**src/hw/rtl/teb_pkg.sv**
```systemverilog
`default_nettype none
package teb_pkg;

   // Field widths.
   localparam int CoordW = 16;
   localparam int DiffW  = CoordW + 1;
   localparam int ProdW  = 2 * DiffW;
   localparam int EdgeW  = ProdW + 1;
   localparam int MagW   = EdgeW - 1;
   localparam int FracW  = 16;
   localparam int WeightW = 32;
   localparam int SumW   = EdgeW + 2;

   // Divider pipeline: one setup stage, one stage per quotient bit, one result stage.
   localparam int DivLatency = WeightW + 2;

   // Configuration register indexes.
   localparam int CsrIdxW = 3;
   localparam logic [CsrIdxW-1:0] RegAX = 3'd0;
   localparam logic [CsrIdxW-1:0] RegAY = 3'd1;
   localparam logic [CsrIdxW-1:0] RegBX = 3'd2;
   localparam logic [CsrIdxW-1:0] RegBY = 3'd3;
   localparam logic [CsrIdxW-1:0] RegCX = 3'd4;
   localparam logic [CsrIdxW-1:0] RegCY = 3'd5;

   localparam logic signed [WeightW-1:0] WeightMax = 32'sh7FFF_FFFF;
   localparam logic signed [WeightW-1:0] WeightMin = 32'sh8000_0000;

   typedef struct packed {
      logic signed [CoordW-1:0] point_x;
      logic signed [CoordW-1:0] point_y;
   } req_type;

   typedef struct packed {
      logic                      inside_res;
      logic                      degenerate;
      logic signed [WeightW-1:0] weight_a;
      logic signed [WeightW-1:0] weight_b;
      logic signed [WeightW-1:0] weight_c;
   } rsp_type;

   typedef struct packed {
      logic signed [CoordW-1:0] ax;
      logic signed [CoordW-1:0] ay;
      logic signed [CoordW-1:0] bx;
      logic signed [CoordW-1:0] by;
      logic signed [CoordW-1:0] cx;
      logic signed [CoordW-1:0] cy;
   } vertex_type;

   // One classified point passed from the front to the back.
   typedef struct packed {
      logic                    is_inside;
      logic signed [EdgeW-1:0] ea;
      logic signed [EdgeW-1:0] eb;
      logic signed [EdgeW-1:0] ec;
      logic signed [EdgeW-1:0] area;
   } edge_item_type;

endpackage
`default_nettype wire

```
**src/hw/rtl/teb_queue.sv**
```systemverilog
`default_nettype none
module teb_queue (
   input  wire logic                   clock,
   input  wire logic                   reset,
   input  wire logic                   push,
   input  wire teb_pkg::edge_item_type push_item,
   input  wire logic                   pop_ready,
   output logic                        pop_valid,
   output teb_pkg::edge_item_type      pop_item,
   output logic                        full
);
   import teb_pkg::*;

   edge_item_type slot_ff [2];
   logic          wr_ptr_ff, wr_ptr_in;
   logic          rd_ptr_ff, rd_ptr_in;
   logic [1:0]    count_ff, count_in;
   logic          do_push, do_pop;

   assign full      = (count_ff == 2'd2);
   assign pop_valid = (count_ff != 2'd0);
   assign pop_item  = slot_ff[rd_ptr_ff];
   assign do_push   = push && !full;
   assign do_pop    = pop_valid && pop_ready;

   // Pointer and fill count update.
   always_comb begin
      wr_ptr_in = do_push ? !wr_ptr_ff : wr_ptr_ff;
      rd_ptr_in = do_pop ? !rd_ptr_ff : rd_ptr_ff;
      count_in  = count_ff + 2'(do_push) - 2'(do_pop);
   end

   always_ff @(posedge clock) begin
      if (reset) begin
         wr_ptr_ff <= 1'b0;
         rd_ptr_ff <= 1'b0;
         count_ff  <= 2'd0;
      end else begin
         wr_ptr_ff <= wr_ptr_in;
         rd_ptr_ff <= rd_ptr_in;
         count_ff  <= count_in;
      end
   end

   always_ff @(posedge clock) begin
      if (do_push) begin
         slot_ff[wr_ptr_ff] <= push_item;
      end
   end

endmodule
`default_nettype wire

```
**config.mk**
```make
export PLATFORM = sky130hd
export DESIGN_NAME = teb_queue
export DESIGN_NICKNAME = d
export VERILOG_FILES = /design/src/hw/rtl/teb_pkg.sv /design/src/hw/rtl/teb_queue.sv
export SDC_FILE = /design/constraint.sdc
export NUM_CORES = 1
export LEC_CHECK = 0
export ABC_AREA = 0
export BUFFER_PORTS_ARGS = -buffer_cell sky130_fd_sc_hd__buf_2
export CAP_MARGIN = 20
export CORE_UTILIZATION = 30
export DETAILED_ROUTE_END_ITERATION = 12
export PLACE_DENSITY_LB_ADDON = 0.2
export REMOVE_ABC_BUFFERS = 1
export SLEW_MARGIN = 10
export SYNTH_ARGS = -nofsm -noshare
export SYNTH_HDL_FRONTEND = slang
export SYNTH_SLANG_ARGS = --single-unit
```
**constraint.sdc**
```tcl
create_clock -name clock -period 13.8 [get_ports clock]
set_clock_uncertainty 0.15 [all_clocks]
set_input_delay 2.76 -clock clock [delete_from_list [all_inputs] [get_ports clock]]
set_output_delay 2.76 -clock clock [all_outputs]
set_load 0.01 [all_outputs]
```
# Word-level counts from Yosys, hierarchy flattened
# Memory sizes are Yosys's and may differ from the RTL's. A register that Yosys moved wholly into a read port is not among the register bits.
# Cells that the tools add are included.
# W data, S select, Z words.
op_classes:
  n_shift: 0
  n_bitwise: 0
  div_mod_pow: 0
  addsub: 2
  reduce_logical: 6
  order_cmp: 0
  n_mux: 4
  n_mul: 0
  eq_ne: 1
op_table:
  columns: ["operator", "n"]
  rows:
  - ["$mux W1", 4]
  - ["$logic_not A1 Y1", 3]
  - ["$add A2 B1 Y2", 1]
  - ["$eq A2 B2 Y1 const B", 1]
  - ["$logic_and A1 B1 Y1", 2]
  - ["$reduce_bool A2 Y1", 1]
  - ["$sub A2 B1 Y2", 1]
word_totals:
  ff_bits: 4
  wordCells: 17
  mem_bits_rw: 282
  memories: 1
  latchBits: 0
  romBits: 0
  out_inout_bits: 143
  inputBits: 145
memory_table:
  columns: ["name", "depth", "width", "rd", "rd_clocked_by_memory_dff", "wr", "line_no", "source"]
  rows:
  - ["slot_ff", 2, 141, 1, 1, 1, "teb_queue.sv:14", "edge_item_type slot_ff [2];"]

# Depth between registers and ports, before layout
depth:
  word_depth: 5
  depth_mapped: 8
  mapped_depth_nobuf: 8

# Worst setup path after synthesis
# No wires, ideal clock.
synth_timing:
  path_kind: "input to register"
  startpoint: "input port push"
  endpoint: "memory slot_ff[1][0] in the netlist's numbering, enable pin"
  path_stages: 1
  path_slack_ns: 7.082
  required_ns: 13.132
  arrival_ns: 6.050
  path_buffers: 0
  path_cell_list: "and3_1"
synth_via:
  elab_chain_len: 3
synth_lines:
  columns: ["element", "line_no", "source"]
  rows:
  - ["start, declared", "teb_queue.sv:5", "input wire logic push,"]
  - ["$logic_and A1 B1 Y1", "teb_queue.sv:23", "assign do_push = push && !full;"]
  - ["$mux W1", "teb_queue.sv:46", "if (do_push) begin"]
  - ["$mux W1 (not written as such)", "teb_queue.sv:47", "slot_ff[wr_ptr_ff] <= push_item;"]
  - ["end, declared", "teb_queue.sv:14", null]
# Every way passes these cells.

==> run summary <==
Status - completed
Max clock buf depth - 3
Row cnt - 69
Initial antenna violation count - 6
Vias per cell - 4.19
Count leader, synth - edfxtp_1
Slew @ Worst Pin - 1.00 ns
Int Power - 1.87 mW
MaxCap Viol Count - 0
Unrepaired setup endpoints after global routing - false
Vias in the first global route - 5565
Syn Std Cell Area - 10800 µm²
Switch Pwr - 655 µW
Startpoint Class - flop
CP Data Required Time - 10.89 ns
Ys flop type - edfxtp_1
Met1 GRT Util - 13.9%
# Post-CTS Setup Buffers - 0
EDFF count, synth - 282
WL/cell - 16.9 µm
Initial core utilization - 30.4%
R2R cell count - 5
Ys async rst share - 0%
Hold path start - wr_ptr_ff$_SDFFE_PP0N_
Switching Fraction - 25.9%
Slew Limit Fails - 0
DR iter-0 viols - 187
Clock latency on the worst-skew pair - 0.49 ns
Finished Cell Area - 13800 µm²
Post-DP HPWL - 13400 µm
DR pass1 iterations - 4
Crit path arrival time - 2.86 ns
Cts hold-fix bufs - 0
Top-area cell type share of the netlist area - 78.6%
CP Capture Type - output pin
Final ANT Viol Nets - 0
I/O Pins - 288
Mapped Cells - 465
GR Util met2 - 18.3%
Worst R2R End - slot_ff[0][35]$_DFFE_PP_
P_leak - 5.26 nW
WHS Endpoint - wr_ptr_ff$_SDFFE_PP0N_
Busiest grt layer - met2
Die width - 192 µm
WHS Path Cells - 2
Number of synthesized register bits - 287
VDD IR max - 0.000125 V
Seq/Total Area, Yosys - 79.5%
Filler instances - 3297
FF-to-FF Start - count_ff[0]$_SDFF_PP0_
Setup violators final - 0
Crit Path Category - reg -> out
# nets final - 924
Power per Cell Area - 184 nW/µm²
Area of the multi-input gates - 2050 µm²
H-tree levels - 2
Largest net degree at the start of global routing - 93
Seq. cell area - 8570 µm²
CTS Sinks - 287
Placement-stage cell area - 12700 µm²
Area delta synth->final - 27.6%
CTS tree - yes
Die ar. - 36700 µm²
Crit path max fanout - 56
Main area contributors after synthesis - edfxtp_1 (79%), mux2_4 (13%), mux2_2 (5.3%)
Achievable Freq - 0.173 GHz
Post-cts sizing count - 0
Via count - 5297
HP Class - reg -> reg
Area of the core - 35500 µm²
Distinct cells, synth - 21
Grt met3 use - 4.42%
Period minus WS final - 5.77 ns
Clk slew on worst S/H paths - 0.05 ns
Cts bufs inserted - 34
Die Span Y - 192 µm
RD Place Congestion - 0.671
Setup TNS - 0 ns
Port bufs - 287
First-pass GRT wire length - 31700 µm
GRT Residual Overflow - 0
Ys Warns - 0
Drt drc - 0
Synth cell count leaders - edfxtp_1 (282), mux2_4 (90), mux2_2 (51)
Seq pwr share - 44.6%
Relative slew slack - 33.0%
Synthesized area per cell - 23.2 µm²
Reg2reg setup slack - 10.87 ns
Fin. Hold Viols - 0
Overall routing resource usage - 11.5%
WL final - 21400 µm
Combinational share of power - 22.5%
Ratio of cells with drive above 1 in the final layout - 60.3%
Post-synth top area cell - edfxtp_1
Period utilization - 41.8%
Root Buffer - clkbuf_16
Clock power share - 32.9%
critical path, stage by stage (launching register included):
cell	delay, ns
dfxtp_4	0.84
buf_4	0.90
mux2_2	0.42
buf_2	0.14
state kept, by name, summed over array words and instances (netlist names), named ones only:
| name | cells |
|---|---|
| count_ff | 2 |
| slot_ff | 282 |
| wr_ptr_ff | 1 |
| rd_ptr_ff | 1 |
final cells by class:
type	instances	area share, %
sequential	287	62.3
multi-input combinational	158	14.9
timing repair buffer	292	10.7
clock buffer	42	6.87
tap	461	4.19
clock inverter	18	0.783
inverter	4	0.146
antenna	3	0.0546
cell families (layout without fill, tap and decap cells):
family	after synthesis	after routing	synth area share [%]
AOI/OAI and AO/OA	3	3	0.162
xor gates and xnor gates	3	3	0.244
adders and majority gates	2	2	0.232
buffers and inverters	20	356	1.56
DFF	287	287	79.5
muxes	141	141	17.9
other	0	3	0
and+or+nand+nor	9	9	0.453
metrics by stage:
step	worst slack, ns	util, %	power, mW	instances	hold WS (ns)
floorplan	5.59	-	1.57	449	0.302
global placement	8.38	35.8	1.73	1202	0.328
detailed placement	8.36	35.8	1.73	1202	0.337
CTS	7.93	38.7	2.58	1262	0.351
global route	7.84	38.7	2.65	1264	0.402
finish	8.03	38.8	2.53	1265	0.345
worst max-delay path by stage:
stage                                         end  slack (ns)  cells after the start
after floorplan                       pop_item[0]        5.59                      1
after global placement    slot_ff[0][2]$_DFFE_PP_        8.38                      5
after detailed placement  slot_ff[0][2]$_DFFE_PP_        8.36                      5
after CTS                            pop_item[35]        7.93                      3
after global routing                 pop_item[21]        7.84                      3
final                                pop_item[21]        8.03                      3
placed cells by master (no fill, tap or decap), types with 4 or more instances in the layout:
cell type and count:
edfxtp_1 282, mux2_4 90, buf_2 287, buf_4 5
mux2_2 51, clkbuf_1 5, clkinv_1 10, dfxtp_1 4
clkbuf_16 37, clkinv_2 5
power groups by stage:
stage / registers, mW / logic (mW) / clock network, mW
2_1_floorplan: 1.18 / 0.391 / 0
3_3_place_gp: 1.14 / 0.585 / 0
3_5_place_dp: 1.15 / 0.584 / 0
4_1_cts: 1.13 / 0.587 / 0.862
5_1_grt: 1.14 / 0.619 / 0.895
6_report: 1.13 / 0.568 / 0.831
metal layers:
| metal | part of all wire, % | wire length (µm) | vias to the layer above |
|---|---|---|---|
| li1 | - | - | 2473 |
| met2 | 46 | 9890 | 191 |
| met1 | 42 | 9040 | 2578 |
| met3 | 8.7 | 1870 | 49 |
| met4 | 2.8 | 603 | 6 |
| met5 | 0.16 | 34 | - |
Note: power is estimated with default switching activity, not from simulation.
